<file path="src/hdl/krt_pkg.sv">
// shared types, codes and sizes for the keyed record table
package krt_pkg;

	// table size and derived widths
	localparam int DEPTH  = 16;
	localparam int IDX_W  = (DEPTH > 1) ? $clog2(DEPTH) : 1;
	localparam int CNT_W  = $clog2(DEPTH + 1);
	localparam int NAME_B = 20;

	// request operation codes
	typedef enum logic [2:0] {
		FN_INSERT    = 3'd0,
		FN_DELETE    = 3'd1,
		FN_FIND_ID   = 3'd2,
		FN_FIND_NAME = 3'd3,
		FN_UPDATE    = 3'd4
	} krt_func_e;

	// response status codes
	typedef enum logic [1:0] {
		ST_DONE = 2'd0,
		ST_NONE = 2'd1,
		ST_FULL = 2'd2
	} krt_status_e;

	// sequencer states
	typedef enum logic [1:0] {
		S_IDLE,
		S_SCAN,
		S_SHIFT,
		S_OUT
	} krt_state_e;

	// request beat
	typedef struct packed {
		logic [2:0]  func;
		logic [15:0] student_id;
		logic [63:0] name_word0;
		logic [63:0] name_word1;
		logic [31:0] name_word2;
		logic [15:0] age_value;
		logic [15:0] score_value;
	} krt_req_t;

	// response beat
	typedef struct packed {
		logic [1:0]  status;
		logic [15:0] found_id;
		logic [63:0] found_name0;
		logic [63:0] found_name1;
		logic [31:0] found_name2;
		logic [15:0] found_age;
		logic [15:0] found_score;
	} krt_rsp_t;

	// one stored record
	typedef struct packed {
		logic [15:0] id;
		logic [63:0] name_lo;
		logic [63:0] name_mid;
		logic [31:0] name_hi;
		logic [15:0] age;
		logic [15:0] score;
	} krt_rec_t;

endpackage

</file>
<file path="src/hdl/krt_match.sv">
// key compare unit: id equality or string compare of the 20-byte name
module krt_match (
	input  krt_pkg::krt_req_t key,
	input  krt_pkg::krt_rec_t entry,
	output logic              hit
);
	import krt_pkg::*;

	logic [NAME_B*8-1:0] name_a;
	logic [NAME_B*8-1:0] name_b;
	logic [NAME_B-1:0]   byte_eq;
	logic [NAME_B-1:0]   both_zero;
	logic [NAME_B-1:0]   ended_before;
	logic                name_hit;

	assign name_a = {entry.name_hi, entry.name_mid, entry.name_lo};
	assign name_b = {key.name_word2, key.name_word1, key.name_word0};

	// per-byte equality and terminator flags
	always_comb begin
		for (int k = 0; k < NAME_B; k++) begin
			byte_eq[k]   = name_a[k*8 +: 8] == name_b[k*8 +: 8];
			both_zero[k] = byte_eq[k] && (name_a[k*8 +: 8] == 8'h00);
		end
	end

	// a byte only matters if no earlier shared terminator ended the string
	always_comb begin
		ended_before[0] = 1'b0;
		for (int k = 1; k < NAME_B; k++) begin
			ended_before[k] = ended_before[k-1] | both_zero[k-1];
		end
	end

	assign name_hit = &(byte_eq | ended_before);

	// choose the compare by operation
	assign hit = (key.func == FN_FIND_NAME) ? name_hit : (entry.id == key.student_id);

endmodule

</file>
<file path="src/hdl/keyed_record_table.sv">
// Ordered table of up to DEPTH records with insert, delete, find and update by a small
// sequencer around one record memory with a single read port and one compare unit. One
// request is handled at a time: insert and unknown operations go straight to the response
// state, a find or update walks the stored records one per cycle until a hit or the
// end of the table, and a delete adds a compaction pass that moves each later record up
// one place, one per cycle, when a record is removed. A finished response waits in an
// output register, and the next request is taken as soon as the sequencer is idle again.
module keyed_record_table (
	input  logic              clk,
	input  logic              arst_n,
	input  logic              req_valid,
	output logic              req_stall,
	input  krt_pkg::krt_req_t req,
	output logic              rsp_valid,
	input  logic              rsp_stall,
	output krt_pkg::krt_rsp_t rsp
);
	import krt_pkg::*;

	// record memory
	krt_rec_t rec_mem_q [DEPTH];
	krt_rec_t rd_data_q;

	// control state
	krt_state_e       state_q, state_d;
	logic [CNT_W-1:0] cnt_q, cnt_d;
	logic [CNT_W-1:0] idx_q, idx_d;
	logic             cmp_v_q, cmp_v_d;
	logic [IDX_W-1:0] cmp_idx_q, cmp_idx_d;
	logic             pend_q, pend_d;
	logic [IDX_W-1:0] pend_idx_q, pend_idx_d;
	logic             rsp_valid_q, rsp_valid_d;

	// payload state
	krt_req_t    req_q;
	krt_rec_t    hit_q;
	krt_status_e status_q, status_d;
	logic        found_q, found_d;
	krt_rsp_t    rsp_q;

	// sequencer controls
	logic             take_req;
	logic             latch_hit;
	logic             load_rsp;
	logic             mem_we;
	logic [IDX_W-1:0] mem_waddr;
	krt_rec_t         mem_wdata;
	logic [IDX_W-1:0] rd_addr;
	logic             hit;
	logic [CNT_W-1:0] idx_dec;

	krt_match u_match (
		.key   (req_q),
		.entry (rd_data_q),
		.hit   (hit)
	);

	assign idx_dec = idx_q - 1'b1;

	// next state and controls
	always_comb begin
		state_d     = state_q;
		cnt_d       = cnt_q;
		idx_d       = idx_q;
		cmp_v_d     = 1'b0;
		cmp_idx_d   = cmp_idx_q;
		pend_d      = pend_q;
		pend_idx_d  = pend_idx_q;
		status_d    = status_q;
		found_d     = found_q;
		take_req    = 1'b0;
		latch_hit   = 1'b0;
		load_rsp    = 1'b0;
		mem_we      = 1'b0;
		mem_waddr   = cnt_q[IDX_W-1:0];
		mem_wdata   = rd_data_q;
		rd_addr     = idx_q[IDX_W-1:0];
		rsp_valid_d = rsp_valid_q && rsp_stall;
		unique case (state_q)
			S_IDLE: begin
				if (req_valid) begin
					take_req = 1'b1;
					idx_d    = '0;
					pend_d   = 1'b0;
					found_d  = 1'b0;
					if (req.func == FN_INSERT) begin
						if (cnt_q == CNT_W'(DEPTH)) begin
							status_d = ST_FULL;
						end else begin
							mem_we    = 1'b1;
							mem_waddr = cnt_q[IDX_W-1:0];
							mem_wdata = '{id: req.student_id, name_lo: req.name_word0,
								name_mid: req.name_word1, name_hi: req.name_word2,
								age: req.age_value, score: req.score_value};
							cnt_d     = cnt_q + 1'b1;
							status_d  = ST_DONE;
						end
						state_d = S_OUT;
					end else if (req.func == FN_DELETE || req.func == FN_FIND_ID ||
						req.func == FN_FIND_NAME || req.func == FN_UPDATE) begin
						state_d = S_SCAN;
					end else begin
						status_d = ST_NONE;
						state_d  = S_OUT;
					end
				end
			end
			S_SCAN: begin
				if (cmp_v_q && hit) begin
					latch_hit = 1'b1;
					status_d  = ST_DONE;
					if (req_q.func == FN_DELETE) begin
						idx_d   = {1'b0, cmp_idx_q} + 1'b1;
						pend_d  = 1'b0;
						state_d = S_SHIFT;
					end else if (req_q.func == FN_UPDATE) begin
						mem_we          = 1'b1;
						mem_waddr       = cmp_idx_q;
						mem_wdata       = rd_data_q;
						mem_wdata.score = req_q.score_value;
						state_d         = S_OUT;
					end else begin
						found_d = 1'b1;
						state_d = S_OUT;
					end
				end else if (idx_q < cnt_q) begin
					rd_addr   = idx_q[IDX_W-1:0];
					cmp_v_d   = 1'b1;
					cmp_idx_d = idx_q[IDX_W-1:0];
					idx_d     = idx_q + 1'b1;
				end else begin
					status_d = ST_NONE;
					state_d  = S_OUT;
				end
			end
			S_SHIFT: begin
				// write back the record read last cycle one place lower
				if (pend_q) begin
					mem_we    = 1'b1;
					mem_waddr = pend_idx_q;
					mem_wdata = rd_data_q;
				end
				if (idx_q < cnt_q) begin
					rd_addr    = idx_q[IDX_W-1:0];
					pend_d     = 1'b1;
					pend_idx_d = idx_dec[IDX_W-1:0];
					idx_d      = idx_q + 1'b1;
				end else begin
					pend_d = 1'b0;
					if (!pend_q) begin
						cnt_d    = cnt_q - 1'b1;
						status_d = ST_DONE;
						state_d  = S_OUT;
					end
				end
			end
			S_OUT: begin
				if (!rsp_valid_q || !rsp_stall) begin
					load_rsp    = 1'b1;
					rsp_valid_d = 1'b1;
					state_d     = S_IDLE;
				end
			end
			default: begin
				state_d = S_IDLE;
			end
		endcase
	end

	// control registers
	always_ff @(posedge clk or negedge arst_n) begin
		if (!arst_n) begin
			state_q     <= S_IDLE;
			cnt_q       <= '0;
			idx_q       <= '0;
			cmp_v_q     <= 1'b0;
			cmp_idx_q   <= '0;
			pend_q      <= 1'b0;
			pend_idx_q  <= '0;
			rsp_valid_q <= 1'b0;
		end else begin
			state_q     <= state_d;
			cnt_q       <= cnt_d;
			idx_q       <= idx_d;
			cmp_v_q     <= cmp_v_d;
			cmp_idx_q   <= cmp_idx_d;
			pend_q      <= pend_d;
			pend_idx_q  <= pend_idx_d;
			rsp_valid_q <= rsp_valid_d;
		end
	end

	// request, hit and status holding
	always_ff @(posedge clk) begin
		status_q <= status_d;
		found_q  <= found_d;
		if (take_req) begin
			req_q <= req;
		end
		if (latch_hit) begin
			hit_q <= rd_data_q;
		end
	end

	// response register
	always_ff @(posedge clk) begin
		if (load_rsp) begin
			rsp_q.status      <= status_q;
			rsp_q.found_id    <= found_q ? hit_q.id : '0;
			rsp_q.found_name0 <= found_q ? hit_q.name_lo : '0;
			rsp_q.found_name1 <= found_q ? hit_q.name_mid : '0;
			rsp_q.found_name2 <= found_q ? hit_q.name_hi : '0;
			rsp_q.found_age   <= found_q ? hit_q.age : '0;
			rsp_q.found_score <= found_q ? hit_q.score : '0;
		end
	end

	// record memory, one write and one registered read a cycle
	always_ff @(posedge clk) begin
		if (mem_we) begin
			rec_mem_q[mem_waddr] <= mem_wdata;
		end
		rd_data_q <= rec_mem_q[rd_addr];
	end

	assign req_stall = state_q != S_IDLE;
	assign rsp_valid = rsp_valid_q;
	assign rsp       = rsp_q;

	// record count never passes the table size
	a_cnt_range: assert property (@(posedge clk) disable iff (!arst_n)
		cnt_q <= CNT_W'(DEPTH))
		else $error("record count above table size");

	// a request moves the count by at most one
	a_cnt_step: assert property (@(posedge clk) disable iff (!arst_n)
		state_q != S_IDLE ##1 state_q == S_IDLE |->
			cnt_q == $past(cnt_q) || cnt_q == $past(cnt_q) + 1'b1 ||
			cnt_q == $past(cnt_q) - 1'b1)
		else $error("record count jumped");

	// an accepted request always takes the sequencer out of idle
	a_busy_after_take: assert property (@(posedge clk) disable iff (!arst_n)
		req_valid && !req_stall |=> state_q != S_IDLE)
		else $error("sequencer stayed idle after a request");

	// a new response only comes from the response state
	a_rsp_source: assert property (@(posedge clk) disable iff (!arst_n)
		load_rsp |-> state_q == S_OUT && (!rsp_valid_q || !rsp_stall))
		else $error("response loaded while slot busy");

	// responses that are not done carry no record id, age or score
	a_rsp_zero: assert property (@(posedge clk) disable iff (!arst_n)
		rsp_valid_q && rsp_q.status != ST_DONE |->
			rsp_q.found_id == '0 && rsp_q.found_age == '0 && rsp_q.found_score == '0)
		else $error("record data on a failed response");

endmodule

</file>
<file path="config.mk">
export PLATFORM = sky130hd
export DESIGN_NAME = keyed_record_table
export DESIGN_NICKNAME = d
export VERILOG_FILES = /design/src/hdl/krt_pkg.sv /design/src/hdl/krt_match.sv /design/src/hdl/keyed_record_table.sv
export SDC_FILE = /design/constraint.sdc
export NUM_CORES = 2
export LEC_CHECK = 0
export ABC_AREA = 0
export BUFFER_PORTS_ARGS = -buffer_cell sky130_fd_sc_hd__buf_2
export CAP_MARGIN = 20
export CORE_MARGIN = 4
export CORE_UTILIZATION = 30
export DETAILED_ROUTE_END_ITERATION = 10
export PLACE_DENSITY_LB_ADDON = 0.08
export SYNTH_ARGS = -nofsm -noshare
export SYNTH_HDL_FRONTEND = slang
export SYNTH_SLANG_ARGS = --single-unit
export TNS_END_PERCENT = 20
</file>
<file path="constraint.sdc">
create_clock -name clk -period 60.5 [get_ports clk]
set_input_delay 12.1 -clock clk [delete_from_list [all_inputs] [get_ports clk]]
set_output_delay 12.1 -clock clk [all_outputs]
set_load 0.02 [all_outputs]
</file>
---- Word level (Yosys, flattened, before mapping) ----
Memories as Yosys holds them, arrays and structs flattened. A register that Yosys moved wholly into a read port is not among the register bits.
Cells that the tools add are included.
Widths: inputs -> output; s select.
storage, ports and cells
  output and inout port bits .............. 212
  input bits .............................. 215
  register bits after elaboration ......... 639
  latch bits .............................. 0
  memory bits (writable) .................. 3,328
  memories ................................ 1
  ROM bits ................................ 0
  logic and storage cells ................. 234
memory list
  name       depth  bits a word  read ports  clocked after Yosys merged registers in  write ports  RTL line                  RTL
  rec_mem_q  16     208          1           1                                        1            keyed_record_table.sv:21  krt_rec_t rec_mem_q [DEPTH];
cells by class
  equality and inequality tests ........... 45
  magnitude comparators ................... 1
  reduce and logical (&&, ||, !) cells .... 61
  mux-type cells .......................... 72
  bitwise operators ....................... 20
  shifts and indexed selects .............. 0
  multipliers ............................. 0
  divide/modulo/power cells ............... 0
  add/subtract/negate cells ............... 5
operators by type and width
  operator             number
  $mux 208             3
  $pmux 208 s2         1
  $eq 8x8->1           20
  $logic_not 8->1      19
  $mux 16              3
  $mux 5               9
  $mux 2               16
  $mux 1               28
  $logic_and 1x1->1    21
  $ne 2x2->1 const B   10
  $or 20x20->20        1
  $reduce_and 20->1    1
  $or 1x1->1           18
  $eq 16x16->1         1
  $mux 4               4
  $pmux 5 s3           1
  $reduce_and 6->1     2
  $add 5x1->5 const B  2
  $pmux 5 s2           1
  $reduce_and 5->1     2
  $eq 3x2->1 const B   3
  $ne 3x3->1 const B   3
  $pmux 2 s4           1
  $pmux 4 s2           1
  22 further kinds     33

---- Logic depth before layout (Yosys ltp) ----
  word-level depth ........................ 28
  mapped depth ............................ 12
  gate-level depth less buffers ........... 11

---- Modules after synthesis ----
From an unflattened synthesis, not the netlist that was laid out.
second synthesis, totals
  cell total of the unflattened synthesis .. 6,520
  area total of the unflattened synthesis .. 155,554.2 um^2
by module, submodules not included
  module              area each (um^2)  seq. area each (um^2)  times used  cells each
  keyed_record_table  153,154.4         123,653.6              1           6,196
  krt_match           2,399.8           0.0                    1           324

---- Worst setup path before layout ----
Ideal clock, no wire load.
  path type ............................... input to register
  start ................................... in req_valid
  end ..................................... mem rec_mem_q[0][0] in the netlist's numbering, enable pin
  setup time .............................. 1.288 ns
  required time ........................... 59.212 ns
  cell stages on the path ................. 8
  buffers on the path ..................... 1
  path slack .............................. 21.895 ns
  arrival ................................. 37.317 ns
  cell sequence ........................... and2_1 -> and3_1 -> clkbuf_1 -> a21oi_1 -> o21ai_0 -> nand2b_1 -> nand3b_1 -> nor4_1
between the ends
  longest elaborated chain between the ends .. 4
RTL lines
  element                       RTL line                   RTL
  from (decl)                   keyed_record_table.sv:11   input logic req_valid,
  $mux 1                        keyed_record_table.sv:81   if (req_valid) begin
  $pmux 1 s3                    keyed_record_table.sv:79   unique case (state_q)
  $mux 1                        keyed_record_table.sv:220  if (mem_we) begin
  $mux 1 (not written as such)  keyed_record_table.sv:221  rec_mem_q[mem_waddr] <= mem_wdata;
  to (decl)                     keyed_record_table.sv:21
Every way passes these cells.

---- Final worst setup path ----
  start ................................... in req_valid
  end ..................................... mem rec_mem_q[12][122] in the netlist's numbering, enable pin
The elaborated chain is that of the path after synthesis.

==> flow_summary.json <==
{
  "cts.root.buffer_cell": "sky130_fd_sc_hd__clkbuf_16",
  "design.portCount": 427,
  "wirelength_um": 449000,
  "detailed_place_hpwl_um": 243000,
  "min-delay-start": "status_q[1]",
  "worst_hold_path.num_cells": 0,
  "worst-slew-pin-transition_ns": 1.18,
  "timing.slew.headroom": 0.214,
  "h-tree-depth": 5,
  "clock_skew_ns": 0.102,
  "viasPerCell": 4.91,
  "global_route.overflow_total": 0,
  "worst_skew_pair.late_latency_ns": 1.05,
  "async_reset_ff_frac": 0.00551,
  "postCtsSetupRepairBufs": 0,
  "grt_setup_unrepaired": "no",
  "design_area_um2": 182000,
  "tns_ns": 0,
  "ys.warnings.count": 0,
  "hold_ws_ns": 0.431,
  "syn-cell-area_um2": 155000,
  "final-max-slew-violation-count": 0,
  "dominant_register_cell_in_the_synthesized_netlist": "sky130_fd_sc_hd__edfxtp_1",
  "postLayoutCoreUtil": 0.354,
  "gp_congestion": 0.712,
  "syn_avg_cell_area_um2": 23.7,
  "detailedRoute.firstPassIterationCount": 5,
  "power.switching_fraction": 0.278,
  "post_route_fraction_of_the_period_consumed_by_the_critical_path": 0.285,
  "fin_crit_ns": 17.22,
  "min_delay_worst_endpoint": "rsp[209]",
  "cellLeakagePower_nw": 56.4,
  "timing_worst_setup_path_type": "in -> reg",
  "seq_area_frac_synth": 0.794,
  "timing.final.setup_violations": 0,
  "die_height_um": 727,
  "clock.fmax_ghz": 0.0581,
  "first_iter_violations": 5387,
  "p_seq_frac": 0.476,
  "grtUsageTotal": 0.167,
  "via_count_of_the_routed_design": 71700,
  "synth.area.top_cells": "sky130_fd_sc_hd__edfxtp_1 76%, sky130_fd_sc_hd__mux4_2 15%, sky130_fd_sc_hd__dfxtp_1 2.7%, sky130_fd_sc_hd__a22o_1 1.1%, sky130_fd_sc_hd__and2_1 0.86%",
  "die-area_um2": 529000,
  "grt_first_pass_wirelength_um": 627000,
  "synth.ff_latch_count": 4175,
  "power_per_cell_area_nw_per_um2": 45.2,
  "clkPwrFrac": 0.338,
  "routedWlPerCell_um": 30.8,
  "num_rows": 263,
  "critPathRequiredTime_ns": 61.08,
  "grt_antenna_before_repair": 32,
  "start_kind": "input pin",
  "synth_area_leader_cell": "sky130_fd_sc_hd__edfxtp_1",
  "ys_types": 72,
  "count_of_nets_left_with_antenna_violations_after_detail_routing": 0,
  "dpl-instance-area_um2": 167000,
  "worst_vdd_drop_v": 0.0000265,
  "die_width_um": 727,
  "finish.net_count": 7535,
  "area.sequential_um2": 123000,
  "reg2reg_setup_slack_ns": 51.60,
  "synth_instances": 6539,
  "multi_input_area_um2": 30900,
  "combinational_share_of_power": 0.187,
  "cts_repair_resize_count": 0,
  "cap_violations": 0,
  "status": "finished clean",
  "vias_in_the_first_global_route": 77200,
  "timing.critical_path.to_type": "flop",
  "synth_fp_nets": 6769,
  "clock_tree.buffer_depth": 4,
  "cts_hold_buffers": 0,
  "crit-reg2reg-capture": "rec_mem_q[12][122]",
  "reg2regPathDepth": 14,
  "final_layout_size_suffix_gt1_frac": 0.309,
  "cp_data_arrival_time_ns": 17.80,
  "synthDominantCellAreaShare": 0.763,
  "cts_tree": "done",
  "finalHoldViolations": 0,
  "port_buffers": 426,
  "area_growth_from_synthesis_to_layout_pct": 17.2,
  "fillCellCount": 47300,
  "switchingPower_w": 0.00229,
  "cts_inserted_buffers": 464,
  "hold_path_class": "reg -> reg",
  "internal_power_w": 0.00593,
  "grt_max_degree": 146,
  "worstPathMaxFanout": 37,
  "drc": 0,
  "cts.sinks": 4175,
  "launch_point_of_the_worst_reg_to_reg_path": "rd_data_q[38]",
  "initial_core_util": 0.302,
  "post_synth_edffs": 3944,
  "worst_setup_hold_path_clk_slew_ns": 0.06,
  "coreArea_um2": 514000
}
## cell families after synthesis
| logic type | after synthesis | share of synthesized area |
|---|---|---|
| compound gates | 335 | 0.0174 |
| xor+xnor | 185 | 0.0104 |
| fa+ha+maj | 15 | 0.00126 |
| buf+inv | 338 | 0.00823 |
| flops | 4175 | 0.794 |
| mux | 1060 | 0.152 |
| simple gates | 431 | 0.0165 |
## cell usage after synthesis (all sizes together), types with 3 or more instances
cell,number
mux2,4
a31oi,6
mux2i,16
nand2,38
nor3,6
a41oi,7
nand2b,4
nor2,26
nand3,17
dfrtp,23
nor4,63
mux4,1040
o41ai,4
dfxtp,208
o2bb2ai,5
a22oi,16
o31ai,6
o22ai,3
o311ai,4
xor2,44
edfxtp,3944
xnor2,141
a21o,8
and2,214
and3,4
o31a,3
a21oi,13
nand4,42
a22o,192
or4,6
a211oi,5
o21ai,42
buf,84
ha,14
clkbuf,235
inv,19
## layer usage
| layer | up-vias | track usage | routed length, µm |
|---|---|---|---|
| met1 | 40100 | 0.233 | 201000 |
| met5 | - | 0 | 17 |
| met3 | 519 | 0.0211 | 17500 |
| met4 | 2 | 0.0337 | 8900 |
| li1 | 29400 | - | - |
| met2 | 1668 | 0.280 | 222000 |
## final cells by class
type / instances / area share
multi-input combinational: 2026 / 0.170
timing repair buffer: 619 / 0.0217
inverter: 19 / 0.000392
sequential: 4175 / 0.677
tap: 6890 / 0.0474
antenna: 4 / 0.0000550
clock inverter: 207 / 0.0113
clock buffer: 665 / 0.0720
## how the worst max path moves through the flow
| stage | startpoint | end | slack (ns) | cells past startpoint |
|---|---|---|---|---|
| finish | req_valid | rec_mem_q[12][122] | 43.28 | 14 |
| floorplan | req_valid | rec_mem_q[0][0] | 21.89 | 8 |
| detailed placement | req_valid | rec_mem_q[12][121] | 41.65 | 13 |
| global placement | req_valid | rec_mem_q[12][113] | 41.66 | 13 |
| CTS | req_valid | rec_mem_q[12][127] | 42.71 | 13 |
| global route | req_valid | rec_mem_q[12][127] | 43.09 | 14 |
## registers in the layout, indices dropped and copies added (netlist names), 2 cells and up
signal	cells
rsp	210
status_q	2
idx_q	5
hit_q	208
req_q	195
rd_data_q	208
rec_mem_q	3328
cmp_idx_q	4
state_q	2
pend_idx_q	4
cnt_q	5
## power groups by stage
stage	clock, W	sequential, W	combinational [W]
finish	0.00278	0.00391	0.00153
global route	0.00300	0.00393	0.00168
CTS	0.00287	0.00392	0.00158
detailed placement	0	0.00398	0.00158
global placement	0	0.00398	0.00155
floorplan	0	0.00399	0.000988
## placed cells by master, fill, tap and decap left out, types with 82 or more instances in the layout
cell type and n:
sky130_fd_sc_hd__clkbuf_16 468, sky130_fd_sc_hd__clkinv_2 82, sky130_fd_sc_hd__mux4_2 1040, sky130_fd_sc_hd__xnor2_1 141
sky130_fd_sc_hd__dfxtp_1 208, sky130_fd_sc_hd__a22o_1 192, sky130_fd_sc_hd__buf_2 426, sky130_fd_sc_hd__clkbuf_1 132
sky130_fd_sc_hd__buf_4 165, sky130_fd_sc_hd__edfxtp_1 3944, sky130_fd_sc_hd__and2_1 213
## worst max-delay path, stage by stage
cell                       delay (ns)
sky130_fd_sc_hd__buf_2           0.12
sky130_fd_sc_hd__and2_4          0.14
sky130_fd_sc_hd__buf_4           0.60
sky130_fd_sc_hd__and3_4          0.33
sky130_fd_sc_hd__a21oi_1         0.07
sky130_fd_sc_hd__o21ai_0         0.11
sky130_fd_sc_hd__nand2b_1        0.11
sky130_fd_sc_hd__nand3b_1        0.48
sky130_fd_sc_hd__nor4_2          0.40
sky130_fd_sc_hd__clkbuf_4        0.29
sky130_fd_sc_hd__buf_4           0.55
sky130_fd_sc_hd__buf_4           0.75
sky130_fd_sc_hd__buf_4           0.70
sky130_fd_sc_hd__buf_4           0.83
## metrics by stage
stage               instances  power [W]  worst slack [ns]
global route            14600    0.00861             43.09
finish                  14600    0.00822             43.28
global placement        13700    0.00553             41.66
detailed placement      13700    0.00556             41.65
CTS                     14600    0.00837             42.71
floorplan                6539    0.00498             21.89
Note: power is estimated with default switching activity, not from simulation.
